File: config.mk
export PLATFORM = sky130hd
export DESIGN_NAME = serial_rx_idle_gap_framer_unit
export DESIGN_NICKNAME = d
export VERILOG_FILES = /design/src/hw/rtl/srxf_pkg.sv /design/src/hw/rtl/srxf_datapath.sv /design/src/hw/rtl/srxf_ctrl.sv /design/src/hw/rtl/serial_rx_idle_gap_framer_unit.sv
export VERILOG_INCLUDE_DIRS = /design/src /design/src/hw/rtl
export SDC_FILE = /design/constraint.sdc
export NUM_CORES = 2
export LEC_CHECK = 0
export BUFFER_PORTS_ARGS = -buffer_cell sky130_fd_sc_hd__buf_2
export CORE_ASPECT_RATIO = 0.8
export CORE_MARGIN = 2
export CORE_UTILIZATION = 45
export DETAILED_ROUTE_END_ITERATION = 10
export PLACE_DENSITY = 0.64
export SLEW_MARGIN = 10
export SYNTH_ARGS = -nofsm -noshare
export SYNTH_HDL_FRONTEND = slang
export SYNTH_SLANG_ARGS = --single-unit
export TNS_END_PERCENT = 1
File: constraint.sdc
create_clock -name clk -period 4.5 [get_ports clk]
set_input_delay 1.125 -clock clk [delete_from_list [all_inputs] [get_ports clk]]
set_output_delay 1.125 -clock clk [all_outputs]
set_load 0.005 [all_outputs]
File: src/hw/rtl/serial_rx_idle_gap_framer_unit_macros.svh
// Assertion helpers used by the framer control block.
`ifndef SERIAL_RX_IDLE_GAP_FRAMER_UNIT_MACROS_SVH
`define SERIAL_RX_IDLE_GAP_FRAMER_UNIT_MACROS_SVH

// Same-cycle implication, disabled during reset.
`define SRXF_ASSERT_IMPLY(label, clk_s, rst_s, ante, cons, msg) \
    label: assert property (@(posedge clk_s) disable iff (!rst_s) (ante) |-> (cons)) \
        else $error(msg);

// Next-cycle implication, disabled during reset.
`define SRXF_ASSERT_NEXT(label, clk_s, rst_s, ante, cons, msg) \
    label: assert property (@(posedge clk_s) disable iff (!rst_s) (ante) |=> (cons)) \
        else $error(msg);

`endif

File: src/hw/rtl/srxf_pkg.sv
package srxf_pkg;

    localparam int FUNC_W     = 2;
    localparam int BYTE_W     = 8;
    localparam int INDEX_W    = 7;
    localparam int LEN_W      = 8;
    localparam int FSIZE_W    = 7;
    localparam int CFG_IDX_W  = 2;
    localparam int CFG_DATA_W = 8;

    // item kinds
    typedef enum logic [FUNC_W-1:0] {
        FUNC_RX_BYTE = 2'd0,
        FUNC_TICK    = 2'd1,
        FUNC_READ    = 2'd2,
        FUNC_NONE    = 2'd3
    } func_t;

    // configuration register indexes
    localparam logic [CFG_IDX_W-1:0] REG_IDLE_TICKS = 2'd0;
    localparam logic [CFG_IDX_W-1:0] REG_FIFO_SIZE  = 2'd1;

    typedef struct packed {
        logic capture;
        logic push;
        logic drain_rd;
        logic drain_wr;
        logic tick_end;
        logic read_issue;
        logic read_take;
        logic emit;
    } dp_cmd_t;

    typedef struct packed {
        logic ring_empty;
        logic ring_last;
    } dp_sts_t;

endpackage

File: src/hw/rtl/srxf_datapath.sv
module srxf_datapath #(
    parameter int FIFO_DEPTH  = 64,
    parameter int FRAME_DEPTH = 128
) (
    input  logic                                clk,
    input  logic                                rst_n,
    input  srxf_pkg::dp_cmd_t                   cmd,
    output srxf_pkg::dp_sts_t                   sts,
    input  logic                                cfg_we,
    input  logic [srxf_pkg::CFG_IDX_W-1:0]      cfg_index,
    input  logic [srxf_pkg::CFG_DATA_W-1:0]     cfg_data,
    input  logic [srxf_pkg::BYTE_W-1:0]         rx_byte,
    input  logic [srxf_pkg::INDEX_W-1:0]        read_index,
    output logic                                fifo_overflow,
    output logic                                frame_ready,
    output logic [srxf_pkg::LEN_W-1:0]          frame_length,
    output logic [srxf_pkg::BYTE_W-1:0]         read_data
);

    localparam int RA_W = $clog2(FIFO_DEPTH);
    localparam int RC_W = $clog2(FIFO_DEPTH + 1);
    localparam int LW   = (RC_W > srxf_pkg::FSIZE_W) ? RC_W : srxf_pkg::FSIZE_W;
    localparam int FA_W = (FRAME_DEPTH > 1) ? $clog2(FRAME_DEPTH) : 1;

    logic [srxf_pkg::BYTE_W-1:0]  ring_mem [FIFO_DEPTH];
    logic [srxf_pkg::BYTE_W-1:0]  frame_mem [FRAME_DEPTH];

    logic [7:0]                   idle_ticks_reg;
    logic [srxf_pkg::FSIZE_W-1:0] fifo_size_reg;
    logic [RA_W-1:0]              write_pos_reg;
    logic [RA_W-1:0]              read_pos_reg;
    logic [RC_W-1:0]              ring_count_reg;
    logic [srxf_pkg::LEN_W-1:0]   partial_len_reg;
    logic [7:0]                   idle_left_reg;
    logic [srxf_pkg::LEN_W-1:0]   done_len_reg;

    logic [srxf_pkg::BYTE_W-1:0]  byte_reg;
    logic [srxf_pkg::INDEX_W-1:0] index_reg;
    logic                         res_ovf_reg;
    logic                         res_rdy_reg;
    logic [srxf_pkg::BYTE_W-1:0]  res_data_reg;
    logic [srxf_pkg::BYTE_W-1:0]  ring_q_reg;
    logic [srxf_pkg::BYTE_W-1:0]  frame_q_reg;
    logic                         ovf_out_reg;
    logic                         rdy_out_reg;
    logic [srxf_pkg::LEN_W-1:0]   len_out_reg;
    logic [srxf_pkg::BYTE_W-1:0]  data_out_reg;

    logic [LW-1:0]                size_ext;
    logic [LW-1:0]                lim_wide;
    logic [RC_W-1:0]              ring_lim;
    logic                         ring_full;
    logic [RC_W-1:0]              wp_inc;
    logic [RC_W-1:0]              rp_inc;
    logic [RA_W-1:0]              last_pos;
    logic [RA_W-1:0]              ring_wr_addr;
    logic                         frame_has_room;
    logic [7:0]                   index_ext;
    logic                         index_ok;
    logic [7:0]                   reload;
    logic                         completes;

    // clamp the ring size to 1..FIFO_DEPTH
    always_comb
    begin
        size_ext = LW'(fifo_size_reg);
        if (size_ext == '0)
        begin
            lim_wide = LW'(1);
        end
        else if (size_ext > LW'(FIFO_DEPTH))
        begin
            lim_wide = LW'(FIFO_DEPTH);
        end
        else
        begin
            lim_wide = size_ext;
        end
    end

    assign ring_lim       = RC_W'(lim_wide);
    assign ring_full      = ring_count_reg >= ring_lim;
    assign wp_inc         = RC_W'(write_pos_reg) + RC_W'(1);
    assign rp_inc         = RC_W'(read_pos_reg) + RC_W'(1);
    assign last_pos       = (write_pos_reg == '0) ? RA_W'(ring_lim - RC_W'(1))
                                                  : write_pos_reg - RA_W'(1);
    assign ring_wr_addr   = ring_full ? last_pos : write_pos_reg;
    assign frame_has_room = partial_len_reg < 8'(FRAME_DEPTH);
    assign index_ext      = {1'b0, index_reg};
    assign index_ok       = index_ext < 8'(FRAME_DEPTH);
    assign reload         = (idle_ticks_reg == 8'd0) ? 8'd1 : idle_ticks_reg;
    assign completes      = (partial_len_reg != '0) && (idle_left_reg == 8'd0);

    assign sts.ring_empty = ring_count_reg == '0;
    assign sts.ring_last  = ring_count_reg == RC_W'(1);

    // receive ring: one write or one read per cycle
    always_ff @(posedge clk)
    begin
        if (cmd.push)
        begin
            ring_mem[ring_wr_addr] <= byte_reg;
        end
        if (cmd.drain_rd)
        begin
            ring_q_reg <= ring_mem[read_pos_reg];
        end
    end

    // frame store
    always_ff @(posedge clk)
    begin
        if (cmd.drain_wr && frame_has_room)
        begin
            frame_mem[partial_len_reg[FA_W-1:0]] <= ring_q_reg;
        end
        if (cmd.read_issue)
        begin
            frame_q_reg <= frame_mem[index_ext[FA_W-1:0]];
        end
    end

    always_ff @(posedge clk or negedge rst_n)
    begin
        if (!rst_n)
        begin
            idle_ticks_reg  <= 8'd3;
            fifo_size_reg   <= 7'd64;
            write_pos_reg   <= '0;
            read_pos_reg    <= '0;
            ring_count_reg  <= '0;
            partial_len_reg <= '0;
            idle_left_reg   <= '0;
            done_len_reg    <= '0;
        end
        else
        begin
            if (cfg_we)
            begin
                case (cfg_index)
                    srxf_pkg::REG_IDLE_TICKS:
                    begin
                        idle_ticks_reg <= cfg_data;
                    end
                    srxf_pkg::REG_FIFO_SIZE:
                    begin
                        fifo_size_reg  <= cfg_data[srxf_pkg::FSIZE_W-1:0];
                        write_pos_reg  <= '0;
                        read_pos_reg   <= '0;
                        ring_count_reg <= '0;
                    end
                    default:
                    begin
                    end
                endcase
            end
            if (cmd.push && !ring_full)
            begin
                ring_count_reg <= ring_count_reg + RC_W'(1);
                write_pos_reg  <= (wp_inc >= ring_lim) ? '0 : RA_W'(wp_inc);
            end
            if (cmd.drain_wr)
            begin
                ring_count_reg <= ring_count_reg - RC_W'(1);
                read_pos_reg   <= (rp_inc >= ring_lim) ? '0 : RA_W'(rp_inc);
                idle_left_reg  <= reload;
                if (frame_has_room)
                begin
                    partial_len_reg <= partial_len_reg + 8'd1;
                end
            end
            if (cmd.tick_end && (partial_len_reg != '0))
            begin
                if (idle_left_reg == 8'd0)
                begin
                    done_len_reg    <= partial_len_reg;
                    partial_len_reg <= '0;
                end
                else
                begin
                    idle_left_reg <= idle_left_reg - 8'd1;
                end
            end
        end
    end

    always_ff @(posedge clk)
    begin
        if (cmd.capture)
        begin
            byte_reg     <= rx_byte;
            index_reg    <= read_index;
            res_ovf_reg  <= 1'b0;
            res_rdy_reg  <= 1'b0;
            res_data_reg <= '0;
        end
        if (cmd.push)
        begin
            res_ovf_reg <= ring_full;
        end
        if (cmd.tick_end)
        begin
            res_rdy_reg <= completes;
        end
        if (cmd.read_take)
        begin
            res_data_reg <= index_ok ? frame_q_reg : '0;
        end
        if (cmd.emit)
        begin
            ovf_out_reg  <= res_ovf_reg;
            rdy_out_reg  <= res_rdy_reg;
            len_out_reg  <= done_len_reg;
            data_out_reg <= res_data_reg;
        end
    end

    assign fifo_overflow = ovf_out_reg;
    assign frame_ready   = rdy_out_reg;
    assign frame_length  = len_out_reg;
    assign read_data     = data_out_reg;

endmodule

File: src/hw/rtl/srxf_ctrl.sv
`include "serial_rx_idle_gap_framer_unit_macros.svh"

module srxf_ctrl (
    input  logic                          clk,
    input  logic                          rst_n,
    input  logic                          in_valid,
    output logic                          in_stall,
    input  logic [srxf_pkg::FUNC_W-1:0]   func,
    output logic                          out_valid,
    input  logic                          out_stall,
    output logic                          cfg_ready,
    output srxf_pkg::dp_cmd_t             cmd,
    input  srxf_pkg::dp_sts_t             sts
);

    typedef enum logic [3:0] {
        ST_IDLE,
        ST_PUSH,
        ST_TICK_CHK,
        ST_DRAIN_RD,
        ST_DRAIN_WR,
        ST_TICK_END,
        ST_READ_ISSUE,
        ST_READ_TAKE,
        ST_EMIT
    } state_t;

    state_t state_reg;
    logic   out_valid_reg;
    logic   emit_ok;

    assign emit_ok = !out_valid_reg || !out_stall;

    always_ff @(posedge clk or negedge rst_n)
    begin
        if (!rst_n)
        begin
            state_reg     <= ST_IDLE;
            out_valid_reg <= 1'b0;
        end
        else
        begin
            if ((state_reg == ST_EMIT) && emit_ok)
            begin
                out_valid_reg <= 1'b1;
            end
            else if (!out_stall)
            begin
                out_valid_reg <= 1'b0;
            end

            case (state_reg)
                ST_IDLE:
                begin
                    if (in_valid)
                    begin
                        case (func)
                            srxf_pkg::FUNC_RX_BYTE: state_reg <= ST_PUSH;
                            srxf_pkg::FUNC_TICK:    state_reg <= ST_TICK_CHK;
                            srxf_pkg::FUNC_READ:    state_reg <= ST_READ_ISSUE;
                            default:                state_reg <= ST_EMIT;
                        endcase
                    end
                end
                ST_PUSH:       state_reg <= ST_EMIT;
                ST_TICK_CHK:   state_reg <= sts.ring_empty ? ST_TICK_END : ST_DRAIN_RD;
                ST_DRAIN_RD:   state_reg <= ST_DRAIN_WR;
                ST_DRAIN_WR:   state_reg <= sts.ring_last ? ST_TICK_END : ST_DRAIN_RD;
                ST_TICK_END:   state_reg <= ST_EMIT;
                ST_READ_ISSUE: state_reg <= ST_READ_TAKE;
                ST_READ_TAKE:  state_reg <= ST_EMIT;
                ST_EMIT:
                begin
                    if (emit_ok)
                    begin
                        state_reg <= ST_IDLE;
                    end
                end
                default:       state_reg <= ST_IDLE;
            endcase
        end
    end

    // hold register writes off while an item beat is offered
    assign in_stall  = state_reg != ST_IDLE;
    assign cfg_ready = (state_reg == ST_IDLE) && !in_valid;
    assign out_valid = out_valid_reg;

    assign cmd.capture    = (state_reg == ST_IDLE) && in_valid;
    assign cmd.push       = state_reg == ST_PUSH;
    assign cmd.drain_rd   = state_reg == ST_DRAIN_RD;
    assign cmd.drain_wr   = state_reg == ST_DRAIN_WR;
    assign cmd.tick_end   = state_reg == ST_TICK_END;
    assign cmd.read_issue = state_reg == ST_READ_ISSUE;
    assign cmd.read_take  = state_reg == ST_READ_TAKE;
    assign cmd.emit       = (state_reg == ST_EMIT) && emit_ok;

    `SRXF_ASSERT_NEXT(a_accept_leaves_idle, clk, rst_n, cmd.capture, state_reg != ST_IDLE, "accepted beat did not start work")
    `SRXF_ASSERT_IMPLY(a_drain_has_data, clk, rst_n, (state_reg == ST_DRAIN_RD) || (state_reg == ST_DRAIN_WR), !sts.ring_empty, "drain step with empty ring")
    `SRXF_ASSERT_NEXT(a_emit_shows_result, clk, rst_n, cmd.emit, out_valid_reg, "result loaded but not presented")

endmodule

File: src/hw/rtl/serial_rx_idle_gap_framer_unit.sv
// Receive framer for one serial channel. Each input beat is one item: a received
// byte (func 0) is queued in a ring FIFO of fifo_size entries, and when the ring is
// full it overwrites the newest entry and flags fifo_overflow; a tick (func 1)
// moves every queued byte into the frame store, each byte reloading the idle
// counter to max(idle_ticks,1), then either completes the partial frame (counter
// at zero: frame_ready, frame_length updated, partial frame cleared) or counts the
// idle counter down; a read (func 2) returns frame store byte read_index, or 0 when
// read_index is at or beyond FRAME_DEPTH. Bytes beyond FRAME_DEPTH in one frame are
// dropped. Every item gives exactly one result beat, and frame_length always shows
// the last completed frame. From acceptance to the result being loaded, a byte
// passes a push step, a read an issue and a take step, and a tick a check step,
// a ring read and a frame store write step per queued byte, and an end step; the
// drain is set by the single ring read port with its registered read data. One item
// is worked at a time; the next item is taken as soon as the result is in the output
// register, even if that result is still stalled. Configuration writes are taken
// only while no item is in work and no item beat is offered.
// Reading a frame store entry that was never written gives an arbitrary byte.
module serial_rx_idle_gap_framer_unit #(
    parameter int FIFO_DEPTH  = 64,
    parameter int FRAME_DEPTH = 128
) (
    input  logic                              clk,
    input  logic                              rst_n,
    // item input
    input  logic                              in_valid,
    output logic                              in_stall,
    input  logic [srxf_pkg::FUNC_W-1:0]       func,
    input  logic [srxf_pkg::BYTE_W-1:0]       rx_byte,
    input  logic [srxf_pkg::INDEX_W-1:0]      read_index,
    // result output
    output logic                              out_valid,
    input  logic                              out_stall,
    output logic                              fifo_overflow,
    output logic                              frame_ready,
    output logic [srxf_pkg::LEN_W-1:0]        frame_length,
    output logic [srxf_pkg::BYTE_W-1:0]       read_data,
    // configuration writes
    input  logic                              cfg_valid,
    output logic                              cfg_ready,
    input  logic [srxf_pkg::CFG_IDX_W-1:0]    cfg_index,
    input  logic [srxf_pkg::CFG_DATA_W-1:0]   cfg_data
);

    srxf_pkg::dp_cmd_t cmd;
    srxf_pkg::dp_sts_t sts;
    logic              cfg_we;

    // a register write lands on the beat where valid meets ready
    assign cfg_we = cfg_valid && cfg_ready;

    // sequencing: accept, step through ring push, ring drain or memory read, load result
    srxf_ctrl u_ctrl (
        .clk       (clk),
        .rst_n     (rst_n),
        .in_valid  (in_valid),
        .in_stall  (in_stall),
        .func      (func),
        .out_valid (out_valid),
        .out_stall (out_stall),
        .cfg_ready (cfg_ready),
        .cmd       (cmd),
        .sts       (sts)
    );

    // ring, frame store, counters, configuration and the output register
    srxf_datapath #(
        .FIFO_DEPTH  (FIFO_DEPTH),
        .FRAME_DEPTH (FRAME_DEPTH)
    ) u_datapath (
        .clk           (clk),
        .rst_n         (rst_n),
        .cmd           (cmd),
        .sts           (sts),
        .cfg_we        (cfg_we),
        .cfg_index     (cfg_index),
        .cfg_data      (cfg_data),
        .rx_byte       (rx_byte),
        .read_index    (read_index),
        .fifo_overflow (fifo_overflow),
        .frame_ready   (frame_ready),
        .frame_length  (frame_length),
        .read_data     (read_data)
    );

endmodule
======== After elaboration in Yosys (flattened, before gate mapping) ========
Memories as Yosys holds them, arrays and structs flattened. A register that Yosys moved wholly into a read port is not among the register bits.
Index checks and enable logic that the tools add are counted.
storage, ports and cells
  register bits after elaboration ......... 106
  memory bits (writable) .................. 1536
  input bits .............................. 32
  output and inout bits ................... 21
  logic and storage cells ................. 130
  memories ................................ 2
memory list
  name                  words  width  rd ports  clocked after memory_dff  write ports  line                 text
  u_datapath.frame_mem  128    8      1         1                         1            srxf_datapath.sv:26  logic [srxf_pkg::BYTE_W-1:0] frame_mem [FRAME_DEPTH];
  u_datapath.ring_mem   64     8      1         1                         1            srxf_datapath.sv:25  logic [srxf_pkg::BYTE_W-1:0] ring_mem [FIFO_DEPTH];
operators by class
  add/subtract/negate cells ............... 8
  magnitude comparators ................... 6
  equality and inequality tests ........... 15
  muxes and demuxes ....................... 40
  reduce and logical (&&, ||, !) cells .... 40
operators by type and width
  operator             number
  $mux 8               11
  $mux 6               8
  $mux 7               6
  $pmux 4 s7           1
  $ge 7x7->1           3
  $eq 4x3->1 const B   4
  $logic_not 8->1      2
  $add 6x1->7 const B  2
  $logic_not 7->1      2
  $reduce_and 2->1     7
  $reduce_bool 2->1    7
  $pmux 4 s3           1
  $sub 6x1->6 const B  2
  $mux 1               9
  $add 8x1->8 const B  1
  $eq 4x2->1 const B   2
  $logic_and 1x1->1    8
  $lt 7x8->1 const B   1
  $lt 8x8->1 const B   1
  $mux 4               2
  $reduce_bool 8->1    1
  $sub 8x1->8 const B  1
  $add 7x1->7 const B  1
  $eq 7x1->1 const B   1
  other kinds (17)     25

======== Depth between registers and ports, before layout ========
  depth after elaboration ................. 8
  depth in mapped cells ................... 15
  depth with buffers taken out ............ 12

======== Modules after synthesis ========
From an unflattened synthesis, not the netlist that was laid out.
unflattened totals
  cell total of the unflattened synthesis .. 3023
  area, all modules ....................... 65256.3 µm²
modules (own cells, without submodules)
  module                          times used  cells an instance  area an instance (µm²)  seq. area each (µm²)
  srxf_datapath                   1           2974               64848.4                 49351.1
  srxf_ctrl                       1           48                 401.6                   125.1
  serial_rx_idle_gap_framer_unit  1           1                  6.3                     0.0

======== Worst setup path before layout ========
OpenSTA, ideal clock, no wires.
  kind .................................... reg-to-reg
  from .................................... reg u_datapath.fifo_size_reg[3] (netlist name)
  to ...................................... mem u_datapath.ring_mem[29][0] (netlist name) (enable)
  setup time .............................. 0.395 ns
  arrival time ............................ 3.970 ns
  data required time ...................... 4.105 ns
  setup slack ............................. 0.136 ns
  stages on the path, launching flop included .. 12
  buffers on the path ..................... 2
  period minus slack after synthesis ...... 4.364 ns
  cell sequence ........................... dfrtp_1 -> or4_4 -> o31ai_4 -> ha_1 -> nand2b_1 -> a2111oi_2 -> or3_1 -> clkbuf_1 -> nand2_1 -> a221o_1 -> buf_2 -> nor4_1
on the way
  cells in the longest elaborated chain, start to end .. 6
  elaborated cells on any way between the ends .. 8
  classes of those cells .................. 1 x add/sub; 2 x order compare; 4 x mux; 1 x reduce/logical
RTL lines
  item                    line                  text
  start, declared         srxf_datapath.sv:29   logic [srxf_pkg::FSIZE_W-1:0] fifo_size_reg;
  start signal, assigned  srxf_datapath.sv:147  fifo_size_reg <= cfg_data[srxf_pkg::FSIZE_W-1:0];
  $gt 7x7->1              srxf_datapath.sv:71   else if (size_ext > LW'(FIFO_DEPTH))
  $mux 7                  srxf_datapath.sv:71
  $mux 7 (*)              srxf_datapath.sv:67   if (size_ext == '0)
  $sub 6x1->6             srxf_datapath.sv:85   assign last_pos = (write_pos_reg == '0) ? RA_W'(ring_lim - RC_W'(1))
  $mux 6                  srxf_datapath.sv:85
  $mux 6 (*)              srxf_datapath.sv:87   assign ring_wr_addr = ring_full ? last_pos : write_pos_reg;
  end, declared           srxf_datapath.sv:25
Every way passes the cells marked *; elsewhere a longest branch is shown, timed or not.

======== Worst setup path in the final report ========
  from .................................... reg u_datapath.write_pos_reg[0]
  to ...................................... mem u_datapath.ring_mem[54][7] (netlist name) (enable)
on the way
  cells in the longest elaborated chain, start to end .. 3
  elaborated cells on any way between the ends .. 4
  classes of those cells .................. 1 x add/sub; 2 x mux; 1 x reduce/logical
RTL lines
  item                                            line                                      text
  start, declared                                 srxf_datapath.sv:30                       logic [RA_W-1:0] write_pos_reg;
  start signal, assigned                          srxf_datapath.sv:160                      write_pos_reg <= (wp_inc >= ring_lim) ? '0 : RA_W'(wp_inc);
  $sub 6x1->6 or $logic_not 6->1 (tied branches)  srxf_datapath.sv:86, srxf_datapath.sv:85
  $mux 6                                          srxf_datapath.sv:85
  $mux 6 (*)                                      srxf_datapath.sv:87
Marked as above.

==> parameters.txt <==
Parameter                              Value

Yosys
  Cell area after synthesis ... 65700 sq um
  Net count after synthesis ... 3118
  Mapped Avg Cell Area ... between 20 and 25 sq um
  Share of synthesized area occupied by flip-flops and latches ... 75.3%
  Share of the synthesized area in the top cell type ... about 73%
  Synthesized instance count ... 3054
  Post-synthesis simple-gate area fraction ... approximately 3.0%
  Number of enable-type register cells in the synthesized netlist ... roughly 1600
  Most used flip-flop cell after synthesis ... sky130_fd_sc_hd__edfxtp_1
  Adder-cell share of the synthesized area ... less than 1%
  Number of unique standard cell types used by synthesis ... 78
  Warnings, synthesis ... 0
  Flop and latch count out of synthesis ... ~1700
  Multiplexer fraction of the synthesized cell area ... roughly 17%
  Post-synthesis share of cell area spent on xor and xnor gates ... less than 1%
  Cells taking the most area after synthesis ... sky130_fd_sc_hd__edfxtp_1 (73%), sky130_fd_sc_hd__mux4_2 (16%), sky130_fd_sc_hd__dfrtp_1 (2.3%), sky130_fd_sc_hd__nor2_1 (0.97%), sky130_fd_sc_hd__ha_1 (0.61%)
  Area fraction in compound gates after synthesis ... approximately 2.4%
  Fraction of registers with async set or reset after synthesis ... 3.80%
  Combinational family with the most area after synthesis ... multiplexers
  Cell accounting for the most synthesized area ... sky130_fd_sc_hd__edfxtp_1

Floorplan
  Die height ... around 350 um
  Std cell rows ... approximately 130
  Core Region ... between 100000 and 150000 sq um
  Area enclosed by the die boundary ... approximately 150000 sq um
  Die W ... 431 um
  Boundary pin count ... 53
  Starting Density ... between 40 and 50%

Clock network
  Cell chosen for the clock root ... sky130_fd_sc_hd__clkbuf_16
  Count of H-tree levels built during CTS ... 4
  Clock input transition at the sequential cells of the worst setup and hold paths ... about 60 ps
  Clock insertion delay at the later pin of the skew report ... slightly below 800 ps
  Post-CTS setup repair buffer count ... 0
  TritonCTS Buffers ... between 150 and 200
  Max Buffers Root-to-Sink ... 3
  Clock sink count ... roughly 1700
  CTS tree ... done

Worst setup path
  Worst r2r dst ... u_datapath.ring_mem[54][7]$_DFFE_PP_
  Number of cells on the worst reg-to-reg path ... 11
  Type of the setup path with the least slack ... reg2reg
  Critical register-to-register path startpoint ... u_datapath.write_pos_reg[0]$_DFFE_PN0P_
  Data arrival, critical path ... just under 5000 ps
  Reg-to-reg setup timing slack ... approximately 120 ps
  Worst Setup Start Kind ... flop
  Crit path required time ... 4960 ps
  Largest fanout on the critical path ... 11
  Kind of capture point of the worst setup path ... flop

Timing
  Count of final hold-check violations ... 0
  Post-route minimum period ... about 4400 ps
  Least-Margin Pin Slew ... approximately 1300 ps
  Total count of max-transition violations in the final report ... 0
  Final-layout setup total negative slack ... 0 ps
  Final clock period utilization by the worst path ... a little over nine tenths
  Endpoints failing setup ... 0
  Unrepaired setup endpoints after global routing ... false
  Max-slew headroom at the worst pin ... roughly 16%
  Max Clock Skew ... 49.2 ps
  Fmax ... between 200 and 250 MHz

Detailed routing
  DRT Wirelength ... 156000 um
  Detailed-route DRC error count ... 0
  Antenna Violating Nets Remaining ... 0
  Total via count after detailed routing ... 32700
  Met3 wire len ... 15200 um
  Met1 Wirelength ... 68100 um
  Post-DR vias/cell ... ~6
  Met2 wire length ... around 70000 um
  Uppermost signal routing layer after detailed routing ... met5
  1st-iter DRT viols ... 4375
  Length of the first detailed-routing pass in iterations ... 9
  Avg WL per Cell ... approximately 29 um

Power and ir drop
  Switching pwr ... ~12 mW
  Fraction of power spent switching nets ... approximately 29%
  Internal Dissipation ... 28.9 mW
  Power per cell area ... approximately 540 nW/um^2
  Worst supply voltage drop on vdd ... about 0.00042 V
  Clock power share ... around 33%
  Portion of total power attributed to sequential cells ... about 45%
  Logic pwr share ... between 20% and 30%
  Leakage ... 23.3 nW

Finish
  Area occupied by multi-input gates ... roughly 15000 sq um
  Synthesis-to-finish area growth ... 13.4%
  Max reg flops ... ~1000
  # diodes ... 0
  Layout cells sized above 1 ... 29.7%
  Post-route non-filler standard cell count ... between 5000 and 6000
  Number of nets in the finished design ... between 3000 and 4000
  Filler cell count in the final layout ... 11000
  Register Area ... between 40000 and 50000 sq um

Placement
  Final Wtd Congestion ... between 0.9 and 1
  Port Buffer Count ... 52
  Estimated wirelength of the detail-placed design ... approximately 97000 um
  Placed instance count ... approximately 5000

Flow run
  Max-cap violations ... 0

Hold path
  Type of the worst min-delay path ... in2async

Status
  Outcome ... finished clean

Global route
  Global route total overflow ... 0
  Initial antenna violation count ... 1
  Via count of the first global-routing pass ... 32400
  Total routing resource utilization after global routing ... 20.9%
  Maximum number of pins on one net before global-route repair ... 129
  Wire length of the first global-routing pass ... roughly 230000 um
==> worst max-delay path, stage by stage (launching register included) <==
cell and delay, ps:
sky130_fd_sc_hd__dfrtp_1 510, sky130_fd_sc_hd__inv_1 130, sky130_fd_sc_hd__ha_1 230, sky130_fd_sc_hd__or3b_1 490, sky130_fd_sc_hd__nor2_1 250, sky130_fd_sc_hd__nand2b_1 130
sky130_fd_sc_hd__o21ai_0 100, sky130_fd_sc_hd__ha_1 380, sky130_fd_sc_hd__a2111oi_1 510, sky130_fd_sc_hd__o221ai_1 600, sky130_fd_sc_hd__a211oi_1 470, sky130_fd_sc_hd__buf_4 230
==> cell usage after synthesis, drive strengths merged, types with 3 or more instances <==
library cell	count
o21ai	24
and3	5
o31ai	4
a21oi	30
a211o	3
a311oi	3
a22o	7
xnor2	9
nand3	32
a31oi	7
nand2b	13
buf	77
a32oi	6
o221a	5
dfstp	3
maj3	3
nand4	22
nor3b	3
nor4	12
a22oi	32
mux2i	21
a211oi	38
or3	6
xor2	4
or4	4
or2	9
a221oi	6
ha	32
o221ai	4
clkbuf	99
nor2b	8
dfrtp	60
nor3	40
a41oi	3
mux4	480
a2111oi	8
inv	22
nand2	71
a21o	7
and2	14
o211ai	11
edfxtp	1595
nor2	172
mux2	18
==> cell type report <==
type	count	area share, %
clock buffers	188	5.63
clock inverters	100	1.42
inverters	22	0.111
multi-input cells	1198	20.7
flip-flops and latches	1658	66.5
well taps	1905	3.20
repair buffers	233	2.46
==> power by group through the flow <==
stage	combinational, mW	sequential [mW]	clock, mW
floorplan	5.62	18.6	0
global placement	8.66	18.6	0
detailed placement	8.81	18.6	0
CTS	8.83	18.3	13.6
global route	9.41	18.3	14.2
finish	8.94	18.3	13.4
==> kinds of logic (layout without fill, tap and decap cells) <==
group	Yosys count	after routing
DFF	1658	1658
muxes	519	519
and+or+nand+nor	420	420
AOI/OAI and AO/OA	211	211
buffers and inverters	198	543
adders and majority gates	35	35
xor gates and xnor gates	13	13
==> cells in the final DEF, fill, tap and decap left out, types with 17 or more instances in the layout <==
master                      count
sky130_fd_sc_hd__edfxtp_1    1595
sky130_fd_sc_hd__o21ai_0       22
sky130_fd_sc_hd__buf_4        164
sky130_fd_sc_hd__mux2i_1       20
sky130_fd_sc_hd__a21oi_1       27
sky130_fd_sc_hd__dfrtp_1       57
sky130_fd_sc_hd__buf_12        17
sky130_fd_sc_hd__clkbuf_1      23
sky130_fd_sc_hd__a22oi_1       32
sky130_fd_sc_hd__mux2_2        18
sky130_fd_sc_hd__ha_1          32
sky130_fd_sc_hd__mux4_2       480
sky130_fd_sc_hd__a211oi_1      38
sky130_fd_sc_hd__inv_1         22
sky130_fd_sc_hd__clkbuf_16    163
sky130_fd_sc_hd__buf_2         52
sky130_fd_sc_hd__clkinv_1      32
sky130_fd_sc_hd__nand3_1       31
sky130_fd_sc_hd__nor3_1        39
sky130_fd_sc_hd__nand2_1       71
sky130_fd_sc_hd__clkinv_2      25
sky130_fd_sc_hd__nor2_1       170
sky130_fd_sc_hd__nand4_1       22
==> metrics by stage <==
stage	area [sq um]	setup WS (ps)	hold WS (ps)	power (mW)	util, %
finish	74500	120	387	40.6	51.4
global route	74500	11.7	421	41.9	51.4
CTS	74400	239	359	40.7	51.3
detailed placement	69200	301	405	27.4	47.7
global placement	69200	286	407	27.2	47.7
floorplan	65700	136	400	24.2	-
==> how the worst max path moves through the flow <==
| stage | from | endpoint | slack, ps | cells after the start |
|---|---|---|---|---|
| final | u_datapath.write_pos_reg[0]$_DFFE_PN0P_ | u_datapath.ring_mem[54][7]$_DFFE_PP_ | 120 | 11 |
| after global routing | u_datapath.write_pos_reg[0]$_DFFE_PN0P_ | u_datapath.ring_mem[22][1]$_DFFE_PP_ | 10 | 12 |
| after CTS | u_datapath.fifo_size_reg[5]$_DFFE_PN0P_ | u_datapath.ring_mem[29][3]$_DFFE_PP_ | 240 | 10 |
| after detailed placement | u_datapath.fifo_size_reg[5]$_DFFE_PN0P_ | u_datapath.ring_mem[29][0]$_DFFE_PP_ | 300 | 10 |
| after global placement | u_datapath.fifo_size_reg[5]$_DFFE_PN0P_ | u_datapath.ring_mem[29][0]$_DFFE_PP_ | 290 | 10 |
| after floorplan | u_datapath.fifo_size_reg[3]$_DFFE_PN0P_ | u_datapath.ring_mem[29][0]$_DFFE_PP_ | 140 | 11 |
==> per-layer routing <==
metal / vias up / global-route usage [%]
met4: 2 / 4.31
met1: 17400 / 32.7
met3: 193 / 4.64
met2: 1729 / 30.1
li1: 13400 / -
met5: - / 0
==> repair_timing <==
action | in CTS | in global routing
resized for setup | 0 | 2
endpoints found under the hold margin | 0 | 0
setup endpoints to repair | 0 | 32
hold buffers | 0 | 0
(Power assumes the default switching activity.)
